===== src/rtl/core/ppb_pkg.sv =====
// ----------------------------------------------------------------------------
// ppb_pkg
// Shared widths, codes and stage structs of the phosphor persistence blend.
// ----------------------------------------------------------------------------
package ppb_pkg;

   localparam int unsigned FRAME_PIXELS_DEF = 262144;

   localparam int unsigned IDX_W   = 18;
   localparam int unsigned CH_W    = 8;
   localparam int unsigned PIX_W   = 3 * CH_W;
   localparam int unsigned FADE_W  = 7;
   // wide enough to hold the largest frame size itself
   localparam int unsigned EXT_W   = 25;
   localparam int unsigned TDATA_W = 48;
   localparam int unsigned PAD_W   = TDATA_W - IDX_W - 3 * CH_W;

   localparam int unsigned CSR_ADDR_W = 3;
   localparam int unsigned CSR_DATA_W = 32;

   localparam logic [FADE_W-1:0] FADE_RESET = 7'd85;
   localparam logic [CH_W-1:0]   CH_MAX     = 8'hFF;

   // divide by one hundred as multiply by 5243 and shift by 19, exact below 2^15
   localparam int unsigned PROD_W    = CH_W + FADE_W;
   localparam int unsigned RECIP_W   = 13;
   localparam int unsigned DIV_RECIP = 5243;
   localparam int unsigned DIV_SHIFT = 19;
   localparam int unsigned SCALE_W   = PROD_W + RECIP_W;
   localparam int unsigned QUOT_W    = SCALE_W - DIV_SHIFT;

   typedef enum logic [0:0] {
      REQ_PIXEL       = 1'b0,
      REQ_TRAIL_RESET = 1'b1
   } req_kind_type;

   typedef enum logic [0:0] {
      REG_FADE = 1'b0
   } reg_index_type;

   typedef struct packed {
      logic [IDX_W-1:0] idx;
      logic [PIX_W-1:0] rgb;
      logic             in_range;
      logic             primed;
   } item_type;

   typedef struct packed {
      logic             valid;
      logic [IDX_W-1:0] idx;
   } slot_type;

   typedef struct packed {
      logic             en;
      logic [IDX_W-1:0] idx;
      logic [PIX_W-1:0] data;
   } wr_type;

   typedef struct packed {
      logic [IDX_W-1:0] idx;
      logic [CH_W-1:0]  red;
      logic [CH_W-1:0]  green;
      logic [CH_W-1:0]  blue;
   } result_type;

endpackage


===== src/rtl/core/ppb_csr.sv =====
// ----------------------------------------------------------------------------
// ppb_csr
// Register file: the fade percentage, written and read over the csr port.
// ----------------------------------------------------------------------------
module ppb_csr (
   input  logic                              clock,
   input  logic                              reset,
   input  logic                              csr_psel,
   input  logic                              csr_penable,
   input  logic                              csr_pwrite,
   input  logic [ppb_pkg::CSR_ADDR_W-1:0]    csr_paddr,
   input  logic [ppb_pkg::CSR_DATA_W-1:0]    csr_pwdata,
   output logic [ppb_pkg::CSR_DATA_W-1:0]    csr_prdata,
   output logic [ppb_pkg::FADE_W-1:0]        fade
);
   import ppb_pkg::*;

   logic [FADE_W-1:0] fade_ff;
   logic [FADE_W-1:0] fade_in;
   reg_index_type     reg_sel;
   logic              wr_hit;

   // byte offset bits are ignored, word index selects the register
   assign reg_sel = reg_index_type'(csr_paddr[CSR_ADDR_W-1]);
   assign wr_hit  = csr_psel && csr_penable && csr_pwrite && (reg_sel == REG_FADE);

   always_comb begin
      fade_in = fade_ff;
      if (wr_hit) begin
         fade_in = csr_pwdata[FADE_W-1:0];
      end
   end

   always_ff @(posedge clock) begin
      if (reset) begin
         fade_ff <= FADE_RESET;
      end else begin
         fade_ff <= fade_in;
      end
   end

   always_comb begin
      unique case (reg_sel)
         REG_FADE: csr_prdata = CSR_DATA_W'(fade_ff);
         default:  csr_prdata = '0;
      endcase
   end

   assign fade = fade_ff;

endmodule


===== config.mk =====
export PLATFORM = sky130hd
export DESIGN_NAME = ppb_csr
export DESIGN_NICKNAME = d
export VERILOG_FILES = /design/src/rtl/core/ppb_pkg.sv /design/src/rtl/core/ppb_csr.sv
export SDC_FILE = /design/constraint.sdc
export NUM_CORES = 1
export LEC_CHECK = 0
export ABC_AREA = 1
export BUFFER_PORTS_ARGS = -buffer_cell sky130_fd_sc_hd__clkbuf_2
export CORE_MARGIN = 5
export CORE_UTILIZATION = 31
export DETAILED_ROUTE_END_ITERATION = 8
export PLACE_DENSITY_LB_ADDON = 0.15
export SYNTH_ARGS = -nofsm -noshare
export SYNTH_HDL_FRONTEND = slang
export SYNTH_SLANG_ARGS = --single-unit

===== constraint.sdc =====
create_clock -name clock -period 0.8 [get_ports clock]
set_input_delay 0.04 -clock clock [delete_from_list [all_inputs] [get_ports clock]]
set_output_delay 0.04 -clock clock [all_outputs]
set_load 0.005 [all_outputs]

Yosys cells after proc, flatten, opt, wreduce, memory -nomap -nowiden
Cells that the tools add are included.
W data, S select, Z words.
- flip-flop bits (word level): 7
- input bits: 40
- output and inout port bits: 39
- word-level logic and storage cells: 6
- muxes and demuxes: 1
- bitwise logic cells: 1
- reduce and logical (&&, ||, !) cells: 3
- operator list (operator ; number):
    $mux W7 ; 1
    $logic_and A1 B1 Y1 ; 3
    $not A1 Y1 ; 1

Logic depth before layout (Yosys ltp)
- depth in word-level cells: 3
- gate-level depth with buffers: 6
- gate-level depth less buffers: 5

Least setup slack after synthesis
OpenSTA, ideal clock, no wires.
- kind: input port to flip-flop
- start point: input csr_paddr[2] (netlist bit)
- end point: register fade_ff[0] (netlist: fade[0])
- setup time: 123 ps
- arrival time: 457 ps
- data required time: 677 ps
- setup slack: 220 ps
- stages on the path: 5
- buffers on the path: 1
- path through: buf_6 > nor2_4 > nand2_2 > nand2_1 > nand3_1
- word-level cells in the longest chain between the ends: 2
- ends and longest elaborated chain (element ; line ; text):
    from (decl) ; ppb_csr.sv:11 ; input logic [ppb_pkg::CSR_ADDR_W-1:0] csr_paddr,
    $not A1 Y1 ; -- ;
    $logic_and A1 B1 Y1 ; ppb_csr.sv:25 ; assign wr_hit = csr_psel && csr_penable && csr_pwrite && (reg_sel == REG_FADE);
    to (signal assigned) ; ppb_csr.sv:38 ; fade_ff <= fade_in;
    to (decl) ; ppb_csr.sv:18 ; logic [FADE_W-1:0] fade_ff;
Every way passes these cells.
A chain may end at the register's enable or synchronous reset.

Worst setup path in the final report
- start point: register fade_ff[6] (netlist: fade[6])
- end point: output csr_prdata[6] (netlist bit)
- word-level cells in the longest chain between the ends: 1
- ends and longest elaborated chain (element ; line ; text):
    $mux W7 ; ppb_csr.sv:43 ; unique case (reg_sel)
    to (decl) ; ppb_csr.sv:13 ; output logic [ppb_pkg::CSR_DATA_W-1:0] csr_prdata,
Every way passes these cells.

==> impl_metrics.tcl <==
set metrics [dict create \
    fmax_mhz 1160 \
    setup.worst_path.start "fade[6]$_SDFFE_PP1P_" \
    final-setup-viol-count 9 \
    grt-ovfl-total 0 \
    postSynthAreaPerCell_sq_um 7.12 \
    io_buffer_count 26 \
    routed_wirelength_mm 1.31 \
    cts_sinks 7 \
    yosys_warnings 0 \
    layout.cells.non_filler 147 \
    layout-drive-gt1-share_pct 52.5 \
    num_rows 15 \
    dp_cells 134 \
    reg2reg_from "fade[0]$_SDFFE_PP1P_" \
    drv_slew 0 \
    synthesis.area_sq_um 598 \
    drtPass1Iterations 4 \
    drc_errors 0 \
    fin_crit_ns 0.862 \
    cts_buffer_depth 2 \
    pin_count 79 \
    syn-instance-count 84 \
    grt_max_degree 8 \
    cts-root-buf "clkbuf_4" \
    die-width_microns 53.9 \
    antenna_found_initial 0 \
    grt_pass1_vias 488 \
    ir_drop_mv 0.663 \
    worst-path-max-fanout 3 \
    wl_per_cell_microns 8.93 \
    ys_seq_area_share_pct 23.4 \
    leakagePower_nw 0.488 \
    htreeDepth 1 \
    drt_iter0_drc 2 \
    area.growth.synth_to_final_pct 29.3 \
    design_area_sq_um 773 \
    crit_required_ns 0.76 \
    diodes 0 \
    ys_ff_latch 7 \
    failed_checks "negative setup slack" \
    cap_violations 0 \
    tritoncts "done" \
    start_kind "register" \
    fin_skew_ns 0 \
    gp_congestion 0.663 \
    nets 163 \
    numCtsBuffers 3 \
    ant_nets 0 \
    vias 532 \
    drt-vias-per-instance 3.62 \
    die_area_sq_mm 0.00291 \
    p_per_area_mw_per_mm2 1190 \
    fin_crit_sh_pct 108 \
    fillers 197 \
    finalPower_mw 0.919 \
    largest_reg_flops 7 \
    core_sq_mm 0.00178 \
    critPathKind "reg -> out" \
    min_path_type "in -> reg" \
    place_area_sq_um 658 \
    min_from "csr_pwdata[4]" \
    hold_viol 0 \
    cp-end-kind "primary output" \
    grt_use_total_pct 9.27 \
    clk_latency_ns 0.25 \
    dpl.hpwl_mm 1.05 \
    path_clk_slew_ns 0.05 \
    initial_utilization_pct 33.5 \
    setup_slack_ns -0.0619 \
    grt_pass1_wl_mm 1.97 \
    status "complete, but fails checks" \
    synth.distinct_cells 14 \
    arrival_ns 0.82 \
    die_y_microns 53.9 \
    rsz0062_at_grt "true" \
]
power by group:
part           internal, mW  total, mW  switching [mW]  leakage, nW
Sequential            0.364      0.374          0.0101       0.0567
Combinational        0.0950      0.218           0.123        0.416
Clock                 0.191      0.327           0.136       0.0150
Total                 0.650      0.919           0.270        0.488
area by class of cell:
| class | instances | area (sq um) | share of cell area [%] |
|---|---|---|---|
| flip-flops and latches | 7 | 149 | 19.3 |
| inverters | 14 | 55.1 | 7.12 |
| repair buffers | 36 | 213 | 27.5 |
| clock buffers | 4 | 26.3 | 3.40 |
| multi-input cells | 61 | 299 | 38.7 |
| well taps | 25 | 31.3 | 4.05 |
critical path, cell delays in order (launching register included):
cell	delay, ns
dfxtp_2	0.34
inv_2	0.04
nor2_2	0.08
buf_2	0.11
cells in the mapped netlist:
cell type   n  area [sq um]
buf_4      25           188
inv_1      13          48.8
nand2_1    11          41.3
dfxtp_1     7           140
nand3_1     7          35.0
nor2_1      7          26.3
nor2_2      6          37.5
nand2_4     2          22.5
buf_6       1          11.3
conb_1      1          3.75
inv_4       1          6.26
nand2_2     1          6.26
nor2_4      1          11.3
nor2_8      1          20.0
per-layer routing:
layer  vias to the layer above  global-route usage [%]  share of wire [%]
met3                         2                    3.32                 13
met2                        30                    16.5                 50
met4                         0                    3.83               0.69
met5                         -                       0                  0
met1                       231                    9.70                 35
li1                        269                       -                  -
through the flow:
| step | utilization (%) | worst slack [ns] | hold WS (ns) | setup TNS [ns] |
|---|---|---|---|---|
| floorplan | - | 0.220 | 0.166 | 0 |
| global placement | 36.9 | 0.111 | 0.253 | 0 |
| detailed placement | 36.9 | 0.105 | 0.260 | 0 |
| CTS | 42.7 | -0.0803 | 0.000979 | -0.497 |
| global route | 43.4 | -0.126 | 0.0510 | -0.930 |
| finish | 43.4 | -0.0619 | 0.00119 | -0.423 |
layout by cell type (no fill, tap or decap):
| master | synthesis | routed |
|---|---|---|
| nor2_1 | 7 | 5 |
| inv_1 | 13 | 6 |
| nor2_8 | 1 | 1 |
| clkbuf_4 | 0 | 3 |
| inv_2 | 0 | 7 |
| clkbuf_1 | 0 | 1 |
| nor2_2 | 6 | 8 |
| dlygate4sd3_1 | 0 | 3 |
| nor2_4 | 1 | 1 |
| clkbuf_2 | 0 | 19 |
| nand2_1 | 11 | 11 |
| buf_4 | 25 | 7 |
| nand2_4 | 2 | 2 |
| inv_4 | 1 | 1 |
| buf_2 | 0 | 7 |
| conb_1 | 1 | 25 |
| nand3_1 | 7 | 7 |
| nand2_2 | 1 | 1 |
| dfxtp_2 | 0 | 7 |
path summary, 6_finish.rpt:
kind                                              to  slack [ns]  depth (start not counted)
worst max-delay path                   csr_prdata[6]       -0.06                          3
worst min register to register  fade[6]$_SDFFE_PP1P_        0.48                          2
worst min-delay path            fade[4]$_SDFFE_PP1P_       0.001                          3
worst max register to register  fade[0]$_SDFFE_PP1P_        0.02                          4
logic make-up after synthesis:
logic type    Yosys count  synth area share [%]
buf+inv                40                  42.5
simple gates           36                  33.5
flops                   7                  23.4
other cells             1                 0.627
what timing repair did:
| item | in CTS | in global routing |
|---|---|---|
| cloned | 0 | 0 |
| gates resized for setup | 8 | 15 |
| hold buffers | 3 | 0 |
| buffers inserted | 5 | 1 |
| hold endpoints to repair | 3 | 0 |
| pin swaps | 1 | 5 |
| endpoints found under the setup margin | 8 | 9 |
(Power assumes the default switching activity.)
