$ cat src/rtl/core/ppb_ram.sv
// ----------------------------------------------------------------------------
// ppb_ram
// Generic single-write, single-read RAM with registered read (read-first).
// ----------------------------------------------------------------------------
module ppb_ram #(
   parameter int unsigned WIDTH  = 8,
   parameter int unsigned DEPTH  = 16,
   parameter int unsigned ADDR_W = (DEPTH > 1) ? $clog2(DEPTH) : 1
) (
   input  logic              clock,
   input  logic              wr_en,
   input  logic [ADDR_W-1:0] wr_addr,
   input  logic [WIDTH-1:0]  wr_data,
   input  logic              rd_en,
   input  logic [ADDR_W-1:0] rd_addr,
   output logic [WIDTH-1:0]  rd_data
);

   logic [WIDTH-1:0] mem_ff [DEPTH];
   logic [WIDTH-1:0] rd_data_ff;

   always_ff @(posedge clock) begin
      if (wr_en) begin
         mem_ff[wr_addr] <= wr_data;
      end
      if (rd_en) begin
         rd_data_ff <= mem_ff[rd_addr];
      end
   end

   assign rd_data = rd_data_ff;

endmodule

$ cat config.mk
export PLATFORM = sky130hd
export DESIGN_NAME = ppb_ram
export DESIGN_NICKNAME = d
export VERILOG_FILES = /design/src/rtl/core/ppb_ram.sv
export SDC_FILE = /design/constraint.sdc
export NUM_CORES = 1
export LEC_CHECK = 0
export ABC_AREA = 1
export BUFFER_PORTS_ARGS = -buffer_cell sky130_fd_sc_hd__buf_2
export CORE_ASPECT_RATIO = 1.2
export CORE_MARGIN = 1.5
export CORE_UTILIZATION = 54
export CTS_CLUSTER_SIZE = 40
export DETAILED_ROUTE_END_ITERATION = 8
export HOLD_SLACK_MARGIN = 0.05
export PLACE_DENSITY = 0.74
export SYNTH_ARGS = -nofsm -noshare
export SYNTH_HDL_FRONTEND = slang
export SYNTH_SLANG_ARGS = --single-unit
export TNS_END_PERCENT = 20
$ cat constraint.sdc
create_clock -name clock -period 1.1 [get_ports clock]
set_input_delay 0.055 -clock clock [delete_from_list [all_inputs] [get_ports clock]]
set_output_delay 0.055 -clock clock [all_outputs]
set_load 0.02 [all_outputs]
# Yosys cells after proc, flatten, opt, wreduce, memory -nomap -nowiden
# Memory sizes are Yosys's and may differ from the RTL's. A register that Yosys moved wholly into a read port is not among the register bits.
# Index checks and enable logic that the tools add are counted.
[totals] register_bits=0 mem_bits_rw=128 inputBits=19 wordCells=3 n_memories=1
[mem_list] name="mem_ff" words=16 word_bits=8 rd=1 rd_clocked_by_memory_dff=1 write_ports=1 line_no="19" text="logic [WIDTH-1:0] mem_ff [DEPTH];"
[op_classes] n_mux=2
[op_table] op="1-bit 2-to-1 mux" count=2

# Longest topological paths before layout
# Gate-level depths: netlist of run 1.
[logic_depth] depth_word=2 ltp_mapped=8 depth_no_buf=7

# Least setup slack after synthesis of run 1
# Ideal clock, no wire load.
[synth_timing] kind="input to register" start="input port wr_addr[3]" end="memory mem_ff[4][0] (enable)" setup_time_ps=370 arrival_time_ps=636 required_time_ps=730 slack_ps=94 stages=2 path_cell_list="nand3b_1 nor2_1"
[synth_rtl] element="from (decl)" line_no="12" text="input logic [ADDR_W-1:0] wr_addr,"
[synth_rtl] element="to (decl)" line_no="19"
# No word-level cell before the write port.

==> reports/metrics.csv, run 1 <==
stage,metric,value,unit
pwr,maximum vdd drop,1.44,mV
sta,worst slew pin tran,0.720,ns
setup_path,Worst Setup Start Kind,flip-flop,
clock_tree,H-tree depth,4,
final_layout,final net count,623,
sta,RSZ-0062 raised after global routing,true,
flow_run,max-cap violations,0,
route,First DRT Iteration DRCs,351,
die,Chip Height,117,um
clock_tree,CTS sink cnt,136,
placed_design,IO Port Bufs,26,
clock_tree,Root Buffer,clkbuf_16,
die,starting density of the core,55.6,%
run_status,failing checks,negative setup slack,
yosys,"top cells by area, synth","edfxtp_1 (70%), nand2_1 (11%), nand3_1 (8.3%)",
pwr,Power Density,1810,nW/um^2
clock_tree,Skew-Pair Late Insertion Delay,0.42,ns
die,Core Rows,41,
final_layout,most frequent cells in the layout,"nand2_1 (168), edfxtp_1 (136), inv_1 (95), nand3_1 (51), nand3_2 (45)",
clock_tree,CTS Buf Count,17,
global_route,"Most Used Layer, Global Route",met2,
pwr,Tot Pwr,13.0,mW
sta,fin. max-slew vios,0,
die,I/O pins,27,
final_layout,share of layout cells above drive strength 1,23.0,%
route,Routed Wire Length,12.9,mm
sta,final worst slack,-0.00455,ns
placed_design,routability cong.,0.836,
route,via count,3950,
placed_design,Post-DP HPWL,7.99,mm
global_route,initial antenna violation count,0,
route,post-route ant nets,0,
sta,Fmax,905,MHz
global_route,grt met3 use,7.01,%
sta,final hold violations,0,
setup_path,WS Path Type,flip-flop to flip-flop,
final_layout,multi-input logic area,1460,um^2
sta,Period minus WS final,1.10,ns
die,total core area,10500,um^2
final_layout,P&R area growth vs syn,22.6,%
die,die area,11500,um^2
yosys,syn_nets,570,
sta,setup violators final,2,
yosys,number of synthesized register bits,136,
route,drt drc,0,
yosys,synth unique cells,11,
setup_path,maximum fanout along the worst path,1,
yosys,post-synthesis sequential area ratio,69.8,%
final_layout,non-filler cells in the finished layout,746,
global_route,grt ovf,0,
yosys,Synth Instances,551,
final_layout,"most common cell after layout, fill and taps aside",nand2_1,
yosys,Syn Std Cell Area,5850,um^2
global_route,GR Layer Usage met2,41.4,%
run_status,status,"finished, violations left",
clock_tree,CTS tree,done,
pwr,Leak Pwr,3.11,nW
clock_tree,Clock Pin Slew Worst Setup and Hold Paths,0.06,ns
sta,period utilization,100,%
setup_path,CP arrival,1.27,ns
clock_tree,CTS Buffer Depth,2,
route,router iterations before antenna repair,5,
global_route,first-pass GRT wire length,19.8,mm
worst_hold_path,min-delay worst type,input pin to flip-flop,
sta,worst rel slew slack,51.9,%
final_layout,storage element area,4080,um^2
setup_path,Worst setup EP type,flip-flop,
placed_design,Placed Cells,711,
die,die width,98.0,um
global_route,GRT Resource Usage Total,23.8,%
global_route,pin count of the biggest net entering global routing,41,
route,DR vias/cell,5.29,
sta,Clock Skew,0.00696,ns
setup_path,worst path required time,1.27,ns
final_layout,diodes inserted,0,
final_layout,# fillers,690,
yosys,post-synth top area share,69.8,%
route,WL per Instance,17.3,um
global_route,GRT met1 Usage,27.1,%
global_route,vias in the first global route,3809,
yosys,cell taking the most area after synthesis,edfxtp_1,
yosys,synthesized area per cell,10.6,um^2
yosys,synth warn,0,
==> routing by layer <==
layer / up-vias / share of wire [%]
met4: 0 / 3.6
met2: 143 / 53
li1: 1892 / -
met3: 34 / 5.6
met5: - / 0
met1: 1881 / 38
==> path summary, 6_finish.rpt <==
path	startpoint	endpoint	slack (ns)	depth (start not counted)
worst max-delay path	mem_ff[7][5]$_DFFE_PP_	rd_data[5]$_DFFE_PP_	-0.005	6
worst min-delay path	wr_data[3]	mem_ff[2][3]$_DFFE_PP_	0.07	1
worst max register to register	mem_ff[7][5]$_DFFE_PP_	rd_data[5]$_DFFE_PP_	-0.005	6
worst min register to register	mem_ff[14][4]$_DFFE_PP_	rd_data[4]$_DFFE_PP_	0.72	6
==> flip-flops by register name, summed over array words and instances, names as in the netlist <==
name / cells
mem_ff: 128
rd_data: 8
==> synthesized netlist by cell type <==
cell and instances:
buf_4 4, buf_1 1, inv_1 100, buf_6 6, nand3_1 97, inv_2 2, edfxtp_1 136, buf_2 13
nand2_1 173, nor2_1 17, nand3b_1 2
==> metrics by stage <==
stage	utilization [%]	TNS, ns	worst slack [ns]	cell area [um^2]	hold slack, ns
after global routing	68.1	-0.313	-0.0658	7170	0.0640
after CTS	66.3	-0.0247	-0.00945	6980	0.0500
after detailed placement	59.2	-1.12	-0.152	6230	0.420
after floorplan	-	0	0.0942	5850	0.154
after global placement	59.2	-0.915	-0.127	6230	0.414
final	68.1	-0.00553	-0.00455	7170	0.0651
==> final cells by class <==
cell class / instances / area share [%]
Clock buffer: 18 / 5.99
Inverter: 102 / 5.34
Multi-Input combinational cell: 289 / 20.4
Timing Repair Buffer: 58 / 5.80
Sequential cell: 136 / 57.0
Clock inverter: 14 / 3.20
Tap cell: 129 / 2.25
==> cell families (layout without fill, tap and decap cells) <==
family | after synthesis | in the layout | share of synthesized area, %
flops | 136 | 136 | 69.8
buf+inv | 126 | 192 | 9.39
simple gates | 289 | 289 | 20.8
==> critical path, stage by stage (launching register included) <==
cell and delay, ns:
edfxtp_1 0.36, inv_1 0.08, nand2_1 0.07, nand3_2 0.10
nand3_2 0.08, nand3_2 0.10, nand2_1 0.07
==> power by group <==
part / total [mW] / internal (mW) / switching, mW
Sequential: 5.87 / 5.84 / 0.0317
Combinational: 0.842 / 0.267 / 0.575
Clock: 6.24 / 4.22 / 2.02
Total: 13.0 / 10.3 / 2.62
==> repair_timing <==
action | 4_1_cts | 5_1_grt
gates resized for setup | 12 | 45
pin swaps | 1 | 27
cloned | 0 | 0
buffers inserted | 0 | 0
hold buffers | 3 | 0
endpoints found under the setup margin | 8 | 8
hold endpoints to repair | 32 | 0
Note: power is estimated with default switching activity, not from simulation.
==> inputs of run 2 (changes only) <==
- PLACE_DENSITY: 0.74 -> 0.71
- clock period: 1.1 -> 1.2 ns (I/O delays scaled with it)
==> run 2 against run 1 <==
  * Critical endpoint is now rd_data[0]$_DFFE_PP_
  * Combinational power fell by 17%
  * Maximum frequency decreased by 4.1%
  * Non-clock buffer count shrank 5
  * Worst hold slack improved by 0.0041 ns
  * The run now ends clean
  * Sequential share of layout area up 2.7 points
==> reports/metrics.csv, run 2 (synthesis results as in run 1) <==
stage,metric,value,unit
run_status,status,completed,
sta,worst rel slew slack,60.0,%
route,drt drc,0,
sta,worst slew pin tran,0.600,ns
sta,setup violators final,0,
clock_tree,Clock Pin Slew Worst Setup and Hold Paths,0.05,ns
setup_path,worst-path cell chain,inv_1 -> nand2_1 -> nand3_1 -> nand3_1 -> nand3_1 -> nand2_1,
pwr,Reg power frac,47.3,%
placed_design,routability cong.,0.928,
clock_tree,CTS sink cnt,136,
final_layout,most frequent cells in the layout,"nand2_1 (173), edfxtp_1 (136), inv_1 (100), nand3_1 (96), buf_2 (26)",
route,First DRT Iteration DRCs,334,
final_layout,P&R area growth vs syn,17.1,%
final_layout,share of layout cells above drive strength 1,13.6,%
sta,fin. max-slew vios,0,
sta,Clock Skew,0.00680,ns
final_layout,largest reg by FF count,mem_ff,
clock_tree,Skew-Pair Late Insertion Delay,0.42,ns
route,DR vias/cell,5.27,
pwr,Switch Pwr,2.39,mW
setup_path,"Slowest-stage cell, CP",edfxtp_1,
setup_path,CP startpoint,mem_ff[7][0]$_DFFE_PP_,
worst_hold_path,min-delay worst type,input pin to flip-flop,
sta,final hold violations,0,
global_route,initial antenna violation count,0,
setup_path,Crit path max-delay family,simple AND/OR/NAND/NOR gates,
die,Chip Height,117,um
placed_design,Post-DP HPWL,8.19,mm
pwr,Leak Pwr,2.97,nW
pwr,maximum vdd drop,1.36,mV
route,via count,3903,
pwr,Power Density,1670,nW/um^2
sta,period utilization,96.0,%
final_layout,post-layout util,65.1,%
global_route,vias in the first global route,3822,
route,router iterations before antenna repair,5,
global_route,first-pass GRT wire length,20.2,mm
final_layout,final net count,618,
clock_tree,Root Buffer,clkbuf_16,
sta,RSZ-0062 raised after global routing,false,
global_route,pin count of the biggest net entering global routing,49,
final_layout,"most common cell after layout, fill and taps aside",nand2_1,
global_route,GRT Resource Usage Total,24.5,%
pwr,Logic pwr share,6.1,%
setup_path,CP max stage delay,0.36,ns
sta,Fmax,868,MHz
setup_path,maximum fanout along the worst path,1,
pwr,Tot Pwr,11.4,mW
die,I/O pins,27,
setup_path,crit path buf inv count,1,
pwr,internal power,9.02,mW
die,starting density of the core,55.6,%
clock_tree,CTS Buf Count,17,
final_layout,diodes inserted,0,
clock_tree,Post-CTS Setup Bufs,0,
pwr,clock power share,46.6,%
die,die width,98.0,um
flow_run,max-cap violations,0,
die,total core area,10500,um^2
die,Core Rows,41,
sta,Period minus WS final,1.15,ns
setup_path,RR Startpoint,mem_ff[7][0]$_DFFE_PP_,
pwr,Sw Ratio,20.9,%
setup_path,CP arrival,1.32,ns
setup_path,Worst Setup Start Kind,flip-flop,
clock_tree,CTS Buffer Depth,2,
worst_hold_path,Worst Hold Launch,wr_data[1],
setup_path,WS Path Type,flip-flop to flip-flop,
clock_tree,CTS tree,done,
placed_design,IO Port Bufs,26,
clock_tree,H-tree depth,4,
route,post-route ant nets,0,
global_route,grt ovf,0,
route,WL per Instance,17.2,um
setup_path,Worst setup EP type,flip-flop,
route,Routed Wire Length,12.8,mm
die,die area,11500,um^2
setup_path,worst path required time,1.36,ns
final_layout,Largest register FFs,128,
setup_path,cell mode on critical path,nand3_1,
[run 2: worst paths after layout]
check | cells past startpoint | slack (ns) | endpoint
max | 6 | 0.05 | rd_data[0]$_DFFE_PP_
max reg2reg | 6 | 0.05 | rd_data[0]$_DFFE_PP_
min reg2reg | 6 | 0.77 | rd_data[7]$_DFFE_PP_
min | 1 | 0.07 | mem_ff[7][1]$_DFFE_PP_
[run 2: routing by layer]
| layer | track usage (%) | share of wire (%) | up-vias |
|---|---|---|---|
| met3 | 5.82 | 7.6 | 26 |
| met2 | 41.4 | 50 | 168 |
| met5 | 0 | 0 | - |
| met1 | 30.4 | 39 | 1831 |
| met4 | 11.0 | 3.0 | 0 |
| li1 | - | - | 1878 |
[run 2: power by group through the flow]
| stage | Sequential, mW | Combinational (mW) | Clock [mW] |
|---|---|---|---|
| 6_report | 5.39 | 0.696 | 5.32 |
| 5_1_grt | 5.40 | 0.767 | 5.57 |
| 4_1_cts | 5.39 | 0.695 | 5.36 |
| 3_5_place_dp | 5.49 | 0.689 | 0 |
| 3_3_place_gp | 5.48 | 0.680 | 0 |
| 2_1_floorplan | 5.50 | 0.375 | 0 |
[run 2: repair_timing]
action	in CTS	in global routing
hold endpoints to repair	8	0
gates resized for setup	0	1
endpoints found under the setup margin	0	1
hold buffers	1	0
[run 2: layout make-up]
class / instances / area, um^2
sequential: 136 / 4080
fill: 777 / 3670
multi-input combinational: 289 / 1220
clock buffer: 19 / 433
timing repair buffer: 53 / 385
inverter: 102 / 383
clock inverter: 13 / 179
tap: 129 / 161
[run 2: through the flow]
step	cell area, um^2	setup slack [ns]	hold slack, ns	std cells	setup TNS (ns)
after floorplan	5850	0.189	0.159	551	0
after global routing	6840	0.00946	0.0621	741	0
final	6840	0.0478	0.0692	741	0
after global placement	6220	-0.0442	0.425	708	-0.173
after detailed placement	6220	-0.0601	0.425	708	-0.272
after CTS	6840	0.0778	0.0630	741	0
[run 2: worst register-to-register path, cell delays in order, from the launching register on]
cell	delay [ns]
edfxtp_1	0.36
inv_1	0.06
nand2_1	0.05
nand3_1	0.09
nand3_1	0.12
nand3_1	0.14
nand2_1	0.07
