--- config.mk ---
export PLATFORM = sky130hd
export DESIGN_NAME = ppb_blend
export DESIGN_NICKNAME = d
export VERILOG_FILES = /design/src/rtl/core/ppb_pkg.sv /design/src/rtl/core/ppb_blend.sv
export SDC_FILE = /design/constraint.sdc
export NUM_CORES = 1
export LEC_CHECK = 0
export BUFFER_PORTS_ARGS = -buffer_cell sky130_fd_sc_hd__buf_4
export CELL_PAD_IN_SITES_DETAIL_PLACEMENT = 1
export CELL_PAD_IN_SITES_GLOBAL_PLACEMENT = 2
export CORE_ASPECT_RATIO = 1.4
export CORE_MARGIN = 4
export CORE_UTILIZATION = 42
export CTS_CLUSTER_SIZE = 16
export DETAILED_ROUTE_END_ITERATION = 8
export GPL_ROUTABILITY_DRIVEN = 0
export PLACE_DENSITY_LB_ADDON = 0.05
export SLEW_MARGIN = 40
export SYNTH_ARGS = -nofsm -noshare
export SYNTH_HDL_FRONTEND = slang
export SYNTH_SLANG_ARGS = --single-unit
export TNS_END_PERCENT = 100
--- constraint.sdc ---
create_clock -name clock -period 7.4 [get_ports clock]
set_input_delay 0.37 -clock clock [delete_from_list [all_inputs] [get_ports clock]]
set_output_delay 0.37 -clock clock [all_outputs]
set_load 0.005 [all_outputs]
--- src/rtl/core/ppb_pkg.sv ---
// ----------------------------------------------------------------------------
// ppb_pkg
// Shared widths, codes and stage structs of the phosphor persistence blend.
// ----------------------------------------------------------------------------
package ppb_pkg;

   localparam int unsigned FRAME_PIXELS_DEF = 262144;

   localparam int unsigned IDX_W   = 18;
   localparam int unsigned CH_W    = 8;
   localparam int unsigned PIX_W   = 3 * CH_W;
   localparam int unsigned FADE_W  = 7;
   // wide enough to hold the largest frame size itself
   localparam int unsigned EXT_W   = 25;
   localparam int unsigned TDATA_W = 48;
   localparam int unsigned PAD_W   = TDATA_W - IDX_W - 3 * CH_W;

   localparam int unsigned CSR_ADDR_W = 3;
   localparam int unsigned CSR_DATA_W = 32;

   localparam logic [FADE_W-1:0] FADE_RESET = 7'd85;
   localparam logic [CH_W-1:0]   CH_MAX     = 8'hFF;

   // divide by one hundred as multiply by 5243 and shift by 19, exact below 2^15
   localparam int unsigned PROD_W    = CH_W + FADE_W;
   localparam int unsigned RECIP_W   = 13;
   localparam int unsigned DIV_RECIP = 5243;
   localparam int unsigned DIV_SHIFT = 19;
   localparam int unsigned SCALE_W   = PROD_W + RECIP_W;
   localparam int unsigned QUOT_W    = SCALE_W - DIV_SHIFT;

   typedef enum logic [0:0] {
      REQ_PIXEL       = 1'b0,
      REQ_TRAIL_RESET = 1'b1
   } req_kind_type;

   typedef enum logic [0:0] {
      REG_FADE = 1'b0
   } reg_index_type;

   typedef struct packed {
      logic [IDX_W-1:0] idx;
      logic [PIX_W-1:0] rgb;
      logic             in_range;
      logic             primed;
   } item_type;

   typedef struct packed {
      logic             valid;
      logic [IDX_W-1:0] idx;
   } slot_type;

   typedef struct packed {
      logic             en;
      logic [IDX_W-1:0] idx;
      logic [PIX_W-1:0] data;
   } wr_type;

   typedef struct packed {
      logic [IDX_W-1:0] idx;
      logic [CH_W-1:0]  red;
      logic [CH_W-1:0]  green;
      logic [CH_W-1:0]  blue;
   } result_type;

endpackage

--- src/rtl/core/ppb_blend.sv ---
// ----------------------------------------------------------------------------
// ppb_blend
// Two-stage read-modify-write datapath: trail select and fade multiply,
// then divide by one hundred, saturate, per-channel max and write-back.
// ----------------------------------------------------------------------------
module ppb_blend (
   input  logic                       clock,
   input  logic                       reset,
   input  logic                       adv,
   input  logic                       in_valid,
   input  ppb_pkg::item_type          in_item,
   input  logic [ppb_pkg::FADE_W-1:0] fade,
   input  logic [ppb_pkg::PIX_W-1:0]  rd_data,
   output ppb_pkg::slot_type          s1_slot,
   output ppb_pkg::wr_type            wr,
   output logic                       res_valid,
   output ppb_pkg::result_type        res
);
   import ppb_pkg::*;

   typedef struct packed {
      logic [IDX_W-1:0]  idx;
      logic [PIX_W-1:0]  rgb;
      logic              in_range;
      logic              use_trail;
      logic [PROD_W-1:0] prod_r;
      logic [PROD_W-1:0] prod_g;
      logic [PROD_W-1:0] prod_b;
   } stage2_type;

   function automatic logic [CH_W-1:0] div100_sat(input logic [PROD_W-1:0] prod);
      logic [SCALE_W-1:0] scaled;
      logic [QUOT_W-1:0]  quot;
      scaled = SCALE_W'(prod) * SCALE_W'(DIV_RECIP);
      quot   = scaled[SCALE_W-1:DIV_SHIFT];
      return (quot > QUOT_W'(CH_MAX)) ? CH_MAX : quot[CH_W-1:0];
   endfunction

   function automatic logic [CH_W-1:0] ch_max(input logic [CH_W-1:0] a,
                                              input logic [CH_W-1:0] b);
      return (a > b) ? a : b;
   endfunction

   logic       s1_valid_ff, s1_valid_in;
   item_type   s1_item_ff;
   logic       s2_valid_ff, s2_valid_in;
   stage2_type s2_ff, s2_in;
   logic             lw_valid_ff, lw_valid_in;
   logic [IDX_W-1:0] lw_idx_ff;
   logic [PIX_W-1:0] lw_data_ff;
   logic [PIX_W-1:0] trail;
   logic [CH_W-1:0]  dec_r, dec_g, dec_b;
   logic [CH_W-1:0]  out_r, out_g, out_b;

   // a write landing on the same edge as this word's read is not in rd_data yet
   assign trail = (lw_valid_ff && (lw_idx_ff == s1_item_ff.idx)) ? lw_data_ff : rd_data;

   always_comb begin
      s1_valid_in = adv ? in_valid : s1_valid_ff;
      s2_valid_in = adv ? s1_valid_ff : s2_valid_ff;
      s2_in.idx       = s1_item_ff.idx;
      s2_in.rgb       = s1_item_ff.rgb;
      s2_in.in_range  = s1_item_ff.in_range;
      s2_in.use_trail = s1_item_ff.primed && s1_item_ff.in_range;
      s2_in.prod_r    = PROD_W'(trail[3*CH_W-1:2*CH_W]) * PROD_W'(fade);
      s2_in.prod_g    = PROD_W'(trail[2*CH_W-1:CH_W]) * PROD_W'(fade);
      s2_in.prod_b    = PROD_W'(trail[CH_W-1:0]) * PROD_W'(fade);
   end

   always_comb begin
      dec_r = div100_sat(s2_ff.prod_r);
      dec_g = div100_sat(s2_ff.prod_g);
      dec_b = div100_sat(s2_ff.prod_b);
      out_r = s2_ff.rgb[3*CH_W-1:2*CH_W];
      out_g = s2_ff.rgb[2*CH_W-1:CH_W];
      out_b = s2_ff.rgb[CH_W-1:0];
      if (s2_ff.use_trail) begin
         out_r = ch_max(out_r, dec_r);
         out_g = ch_max(out_g, dec_g);
         out_b = ch_max(out_b, dec_b);
      end
   end

   assign wr.en   = adv && s2_valid_ff && s2_ff.in_range;
   assign wr.idx  = s2_ff.idx;
   assign wr.data = {out_r, out_g, out_b};

   assign lw_valid_in = lw_valid_ff || wr.en;

   always_ff @(posedge clock) begin
      if (reset) begin
         s1_valid_ff <= 1'b0;
         s2_valid_ff <= 1'b0;
         lw_valid_ff <= 1'b0;
      end else begin
         s1_valid_ff <= s1_valid_in;
         s2_valid_ff <= s2_valid_in;
         lw_valid_ff <= lw_valid_in;
      end
   end

   always_ff @(posedge clock) begin
      if (adv) begin
         s1_item_ff <= in_item;
         s2_ff      <= s2_in;
      end
      if (wr.en) begin
         lw_idx_ff  <= wr.idx;
         lw_data_ff <= wr.data;
      end
   end

   assign s1_slot.valid = s1_valid_ff && s1_item_ff.in_range;
   assign s1_slot.idx   = s1_item_ff.idx;

   assign res_valid = s2_valid_ff;
   assign res.idx   = s2_ff.idx;
   assign res.red   = out_r;
   assign res.green = out_g;
   assign res.blue  = out_b;

endmodule

### Word-level counts from Yosys, hierarchy flattened

Index checks and enable logic that the tools add are counted.

| word-level totals | value |
|---|---|
| flip-flop bits (word level) | 178 |
| bits of input ports | 79 |
| output and inout port bits | 105 |
| word-level logic and storage cells | 45 |

| cells by class | value |
|---|---|
| multipliers | 6 |
| $lt $le $gt $ge | 6 |
| equal/unequal tests | 1 |
| muxes and demuxes | 10 |
| reduce and logical (&&, ||, !) cells | 6 |

Operators by type and width:

| cell | count |
|---|---|
| $mul 15x13->28 const B | 3 |
| $mux 8 | 9 |
| $mul 8x7->15 | 3 |
| $gt 9x8->1 const B | 3 |
| $gt 8x8->1 | 3 |
| $mux 24 | 1 |
| $eq 18x18->1 | 1 |
| $logic_and 1x1->1 | 5 |
| $logic_or 1x1->1 | 1 |

### Depth between registers and ports, before layout

Gate-level depths: netlist (run 1).

| logic depth | value |
|---|---|
| depth after elaboration | 6 |
| gate-level depth with buffers | 30 |
| depth with buffers taken out | 27 |

### Worst setup path before layout (run 1)

Ideal clock, no wire load.

| path | value |
|---|---|
| path kind | register to output |
| start | register s2_ff[25] in the netlist's numbering |
| end | output wr[14] in the netlist's numbering |
| data arrival time | 6591 ps |
| data required time | 7030 ps |
| path slack | 439 ps |
| cell stages (with the launch flop) | 29 |
| path buffers | 3 |
| path through | edfxtp_1 -> fa_1 -> ha_1 -> inv_1 -> fa_1 -> inv_1 -> fa_1 -> inv_1 -> fa_1 -> inv_1 -> ha_1 -> a21oi_1 -> o21ai_1 -> and4_1 -> or4b_1 -> o211ai_1 -> o211ai_2 -> buf_4 -> or2_2 -> ha_1 -> nor2b_1 -> o21a_1 -> o21a_1 -> o21a_1 -> o21bai_1 -> a21oi_1 -> clkbuf_1 -> mux2i_1 -> buf_4 |

RTL lines:

| element | line | text |
|---|---|---|
| from (decl) | ppb_blend.sv:47 | `stage2_type s2_ff, s2_in;` |
| from (signal assigned) | ppb_blend.sv:105 | `s2_ff <= s2_in;` |
| to (decl) | ppb_blend.sv:15 | `output ppb_pkg::wr_type wr,` |

==> metrics.txt, run 1 <==
dpl hpwl about 48 mm; Synth Area in Simple Gates around 8.5%; Rows 101; Starting Density 42.7%; Hold Path Class input port to register; antenna violations before repair 1; 1st-iter DRT viols around 420; Max-Slew Margin vs Limit 43.7%; share of post-route cells with drive strength above 1 between 20 and 25%; CTS clk-pin slew, worst paths 0.09 ns; Syn Area/Cell 10.8 sq um; Synth cell types 69; critical path fanouts, max 6; largest net degree at the start of global routing a little under 60; setup violators final 14; vias in the first global route 18000; Final min period 7.55 ns; non-filler cells, final 3155; complex-gate fraction of the synthesized area 5.79%; # IOs 184; Clock Tree Root clkbuf_16; Pre-antenna DRT Iters 4; most used cell along the critical path fa_1; Core Region 0.0546 sq mm; routed vias 15800; routed len/inst 18.5 um; total number of yosys warnings 0; Crit-path slowest cell fa_1; Post-Synth Adder-Cell Area 48.0%; fmax ~130 MHz; largest family of logic cells by synthesized area adder cells; status finished, violations left; Async SR Flop Fraction 0%; Area after DPL 0.0252 sq mm; Main synth FF type edfxtp_1; mux cell area share after synthesis under 10%; Clock Path Buffers 2; RSZ-0062 raised after global routing true; top-count cell post-synth inv_1; period utilization 102%; first-pass GRT wire length 95.1 mm; Crit path largest cell delay 0.53 ns; Via density 4.99; top-area cell type share of the netlist area 25.2%; CP startpoint kind register; Layout Skew 0.0212 ns; Final WS setup -0.148 ns; chip height 287 um; Worst Tran Pin Value 0.821 ns; FF-to-FF setup slack 0.52 ns; failing checks negative setup slack; Detail Route Antenna Nets 0; Setup TNS Final -1.29 ns; critical path class register to output pin; Cells after DPL 3001; Final Hold Fails 0; CTS tree yes; Die Width 207 um; Post-route DRC 0; Area contributors post-synth fa_1 (25%), ha_1 (23%), edfxtp_1 (23%), inv_1 (7.6%), buf_4 (2.5%); Mapped Area 0.0233 sq mm; Clk Latency, worst-skew pair 0.49 ns; area of the die just under 0.06 sq mm; hold_buf cts 0; Crit path required time 7.03 ns; Mapped Nets 2959; GR Util All Layers between 20% and 30%; Synth Instances 2163; number of synthesized flops with an enable pin 175; Final Max Tran Viols 0; max cap viols 0; Synth top cells by count inv_1 (473), ha_1 (423), fa_1 (294), edfxtp_1 (175), nand2_1 (120); register area share after synthesis between 20 and 25%; GR Overflow Total 0; Syn-to-layout area delta 19.6%; H-tree depth 4; cell accounting for the most synthesized area fa_1; crit path DAT 7.18 ns; Sink Count about 180; Routed Wire Length just under 60 mm; Post-Synth XOR/XNOR Area 2.93%; Final Cell Area 0.0279 sq mm; Setup crit end kind output pin; Num CTS Buffers 17; nets@finish about 3200; #FFs+latches synth 178; Port Buffers between 150 and 200
## per-layer routing
layer / part of all wire (%) / GRT usage [%] / wire, um / vias up
li1: - / - / - / 7493
met1: 40 / 23.2 / 23100 / 7975
met2: 55 / 38.9 / 32100 / 234
met3: 3.6 / 3.55 / 2120 / 57
met4: 1.9 / 3.90 / 1100 / 0
met5: 0 / 0 / 0 / -
## final timing paths
kind / startpoint / depth (start not counted) / endpoint
hold reg to reg: s1_item_ff[6]$_DFFE_PP_ / 0 / s2_ff[51]$_DFFE_PP_
setup / recovery: s2_ff[11]$_DFFE_PP_ / 27 / res[3]
setup reg to reg: s2_ff[11]$_DFFE_PP_ / 27 / lw_data_ff[5]$_DFFE_PP_
hold / removal: in_item[28] / 1 / s1_slot[2]$_DFFE_PP_
## kinds of logic (layout without fill, tap and decap cells)
kind of cell,Yosys count,in the layout
AOI/OAI and AO/OA,196,197
buffers and inverters,573,842
DFF,178,178
muxes,32,32
other,0,1
adders and majority gates,717,717
and+or+nand+nor,389,389
xor gates and xnor gates,78,78
## through the flow
stage	util (%)	setup slack, ns	hold WS [ns]
finish	51.1	-0.148	0.0535
global route	51.1	-0.451	0.0156
CTS	49.1	-0.101	0.00432
detailed placement	46.1	-0.445	0.406
global placement	46.1	-0.390	0.403
floorplan	-	0.439	0.400
## flip-flops by register name (all words and copies together) (netlist names), 18 cells and up
signal / count
s1_item_ff: 26
lw_idx_ff: 18
s2_ff: 71
res: 18
s1_slot: 18
lw_data_ff: 24
## placed cells by master (no fill, tap or decap), drive strengths merged, types with 4 or more instances in the layout
cell,Yosys,routed
inv,473,480
ha,423,423
buf,81,337
fa,294,294
edfxtp,175,175
nand2,121,121
a21oi,62,62
nor2b,60,60
xnor2,51,51
nor2,47,47
and2,39,39
nor3,32,32
a21o,29,29
xor2,27,27
o21ai,23,24
nand2b,22,22
clkbuf,19,17
mux2,17,17
o21a,15,15
mux2i,15,15
nand3,14,14
and3,12,12
nand4,10,10
or3,9,9
o31a,9,9
or2,9,9
a211oi,9,9
o211ai,8,8
clkinv,0,7
o21bai,6,6
a31oi,5,5
nor4,4,4
o31ai,4,4
## final cells by class
| type | count | area, sq um |
|---|---|---|
| fillers | 5876 | 26700 |
| multi-input cells | 1413 | 16500 |
| flip-flops and latches | 178 | 5320 |
| repair buffers | 337 | 2740 |
| inverters | 473 | 1780 |
| well taps | 721 | 902 |
| clock buffers | 17 | 425 |
| clock inverters | 15 | 186 |
| diodes | 1 | 2.50 |
## timing repair
item                       in CTS  in global routing
cloned                          2                  0
pin swaps                      66                 92
setup endpoints to repair      56                 48
gates resized for setup        96                129
setup buffers                  72                 49
## critical path: cells and delay by family, from the launching register on
family	cells	cell delay, ns
AOI/OAI and AO/OA	9	1.60
adders and majority gates	7	2.85
DFF	1	0.51
buffers and inverters	5	0.64
and+or+nand+nor	6	1.08
Power of run 1 is not shown: default switching activity piles up to over one toggle a cycle in this logic, so the estimate is an artifact.
==> run 2: changes to the inputs <==
==> constraint.sdc (replaced) <==
create_clock -name clock -period 7.4 [get_ports clock]
set_input_delay 2.22 -clock clock [delete_from_list [all_inputs] [get_ports clock]]
set_output_delay 2.22 -clock clock [all_outputs]
set_load 0.005 [all_outputs]
==> run 2 against run 1 <==
Compared with the run above:
- the flow still finishes with violations (negative setup slack)
- core utilization rose by 3.4 points
- first-iteration DRC count fell by 18%
- via count rose by 5.8%
- sequential cell count did not move
- fmax fell by 19%
- sequential share of layout area fell by 1.2 points
==> metrics.txt, run 2 (synthesized netlist as in run 1, its figures left out) <==
Crit path required time 5.18 ns (-1.85 ns); Num CTS Buffers 17 (unchanged); commonest non-fill, non-tap cell in the layout buf_4; most used cell along the critical path fa_1; critical path fanouts, max 7 (+1); worst setup path end res[1]; Routed Wire Length 64.0 mm (+9.5%); setup violators final 48 (+34); Starting Density 42.7% (unchanged); share of post-route cells with drive strength above 1 29.4% (+7.0 points); Clock Tree Root clkbuf_16; Syn-to-layout area delta 27.5%; Area after DPL 0.0273 sq mm (+8.6%); H-tree depth 4 (unchanged); Crit-path slowest cell fa_1; routed vias 16700 (+5.8%); # IOs 184 (unchanged); Largest Register s2_ff; Place WS -1.64 ns (-1.19 ns); hold_buf cts 0 (unchanged); capturing point of the worst reg2reg path lw_data_ff[11]$_DFFE_PP_; fmax 107 MHz (-19%); Max-Slew Margin vs Limit 51.2% (+7.6 points); period utilization 126% (+24 points); Final Max Tran Viols 0 (unchanged); R2R Path Start s2_ff[25]$_DFFE_PP_; largest net degree at the start of global routing 71 (+20%); FF-to-FF setup slack 0.39 ns (-0.13 ns); Die Width 207 um (unchanged); nets@finish 3426 (+6.5%); Port Buffers 183 (unchanged); Clock Path Buffers 2 (unchanged); critical path class register to output pin; RSZ-0062 raised after global routing true; GR Util All Layers 21.2% (+1.1 points); CTS clk-pin slew, worst paths 0.09 ns (about the same); r2r worst-path depth 30 (+11%); Post-route DRC 0 (unchanged); Layout Skew 0.0241 ns (+0.00296 ns); commonest cells after routing, fill and taps aside buf_4 (490), inv_1 (452), ha_1 (383), fa_1 (290), edfxtp_1 (175); Worst Tran Pin Value 0.731 ns (-0.0899 ns); Final Cell Area 0.0297 sq mm (+6.6%); Crit path largest cell delay 0.59 ns (+0.06 ns); vias in the first global route 19600 (+8.5%); status finished, violations left; Setup TNS Final -84.74 ns (-83.45 ns); 1st-iter DRT viols 342 (-18%); CTS tree yes; area of the die 0.0594 sq mm (unchanged); Rows 101 (unchanged); crit path DAT 7.13 ns (-0.05 ns); Clk Latency, worst-skew pair 0.46 ns (-0.03 ns); max cap viols 0 (unchanged); Hold Path Class register to register; Final Hold Fails 0 (unchanged); Sink Count 178 (unchanged); failing checks negative setup slack; CP startpoint s2_ff[10]$_DFFE_PP_; chip height 287 um (unchanged); first-pass GRT wire length 101 mm (+6.1%); dpl hpwl 52.4 mm (+9.9%); Core Region 0.0546 sq mm (unchanged); antenna violations before repair 2 (+1); Detail Route Antenna Nets 0 (unchanged); max reg flops 71 (unchanged); Final WS setup -1.95 ns (-1.80 ns); Pre-antenna DRT Iters 6 (+2); GR Overflow Total 0 (unchanged); Setup crit end kind output pin; largest registers s2_ff (71), s1_item_ff (26), lw_data_ff (24); fillers 5954 (+1.3%); Via density 4.95 (-0.82%); routed len/inst 19.0 um (+2.6%); CP startpoint kind register; Final min period 9.35 ns (+1.80 ns)
run 2: cell count changes in the layout (fill, tap and decap cells not counted), moves of 4 or more:
cell     before  now
buf_4       287  490
buf_6        47   53
ha_4         30   36
inv_1       458  452
inv_2        15   21
ha_1        388  383
a21oi_4       8   12
run 2: layout make-up:
type                    count  area (sq um)  share of cell area (%)
flip-flops and latches    178          5320                    17.9
multi-input cells        1412         16700                    56.2
clock inverters            15           214                   0.720
diodes                      2          5.00                  0.0168
inverters                 473          1780                    5.97
repair buffers            548          4370                    14.7
well taps                 721           902                    3.04
clock buffers              17           425                    1.43
run 2: critical path, delay by kind of cell, from the launching register on:
family	cells	cell delay [ns]
adders and majority gates	7	3.06
AOI/OAI and AO/OA	6	1.11
buffers and inverters	10	1.10
and+or+nand+nor	5	0.91
DFF	1	0.48
run 2: how the worst min path moves through the flow:
stage	startpoint	slack, ns	end	cells after the start
after floorplan	s1_item_ff[2]$_DFFE_PP_	0.40	s2_ff[47]$_DFFE_PP_	0
after global placement	s1_item_ff[21]$_DFFE_PP_	0.40	s2_ff[66]$_DFFE_PP_	0
after detailed placement	s1_item_ff[24]$_DFFE_PP_	0.41	s2_ff[69]$_DFFE_PP_	0
after CTS	s1_item_ff[5]$_DFFE_PP_	0.43	s2_ff[50]$_DFFE_PP_	0
after global routing	s1_item_ff[11]$_DFFE_PP_	0.44	s2_ff[56]$_DFFE_PP_	0
final	s1_item_ff[5]$_DFFE_PP_	0.42	s2_ff[50]$_DFFE_PP_	0
run 2: routing by layer:
layer	vias to the layer above	GRT usage, %	share of wire, %
met5	-	0	0
met4	0	8.15	3.8
met3	112	2.11	1.9
met2	218	43.4	58
met1	8442	21.9	36
li1	7903	-	-
run 2: stage by stage:
stage | hold slack [ns] | util (%) | std cells
global placement | 0.401 | 50.1 | 3253
global route | 0.440 | 54.4 | 3366
detailed placement | 0.406 | 50.1 | 3253
CTS | 0.426 | 52.9 | 3332
finish | 0.425 | 54.4 | 3366
floorplan | 0.400 | - | 2163
run 2: timing repair:
item / in CTS / in global routing
endpoints found under the setup margin: 48 / 48
resized for setup: 109 / 100
buffers inserted: 55 / 34
cloned: 1 / 0
pin swaps: 99 / 104
Power of run 2 is left out for the same reason.
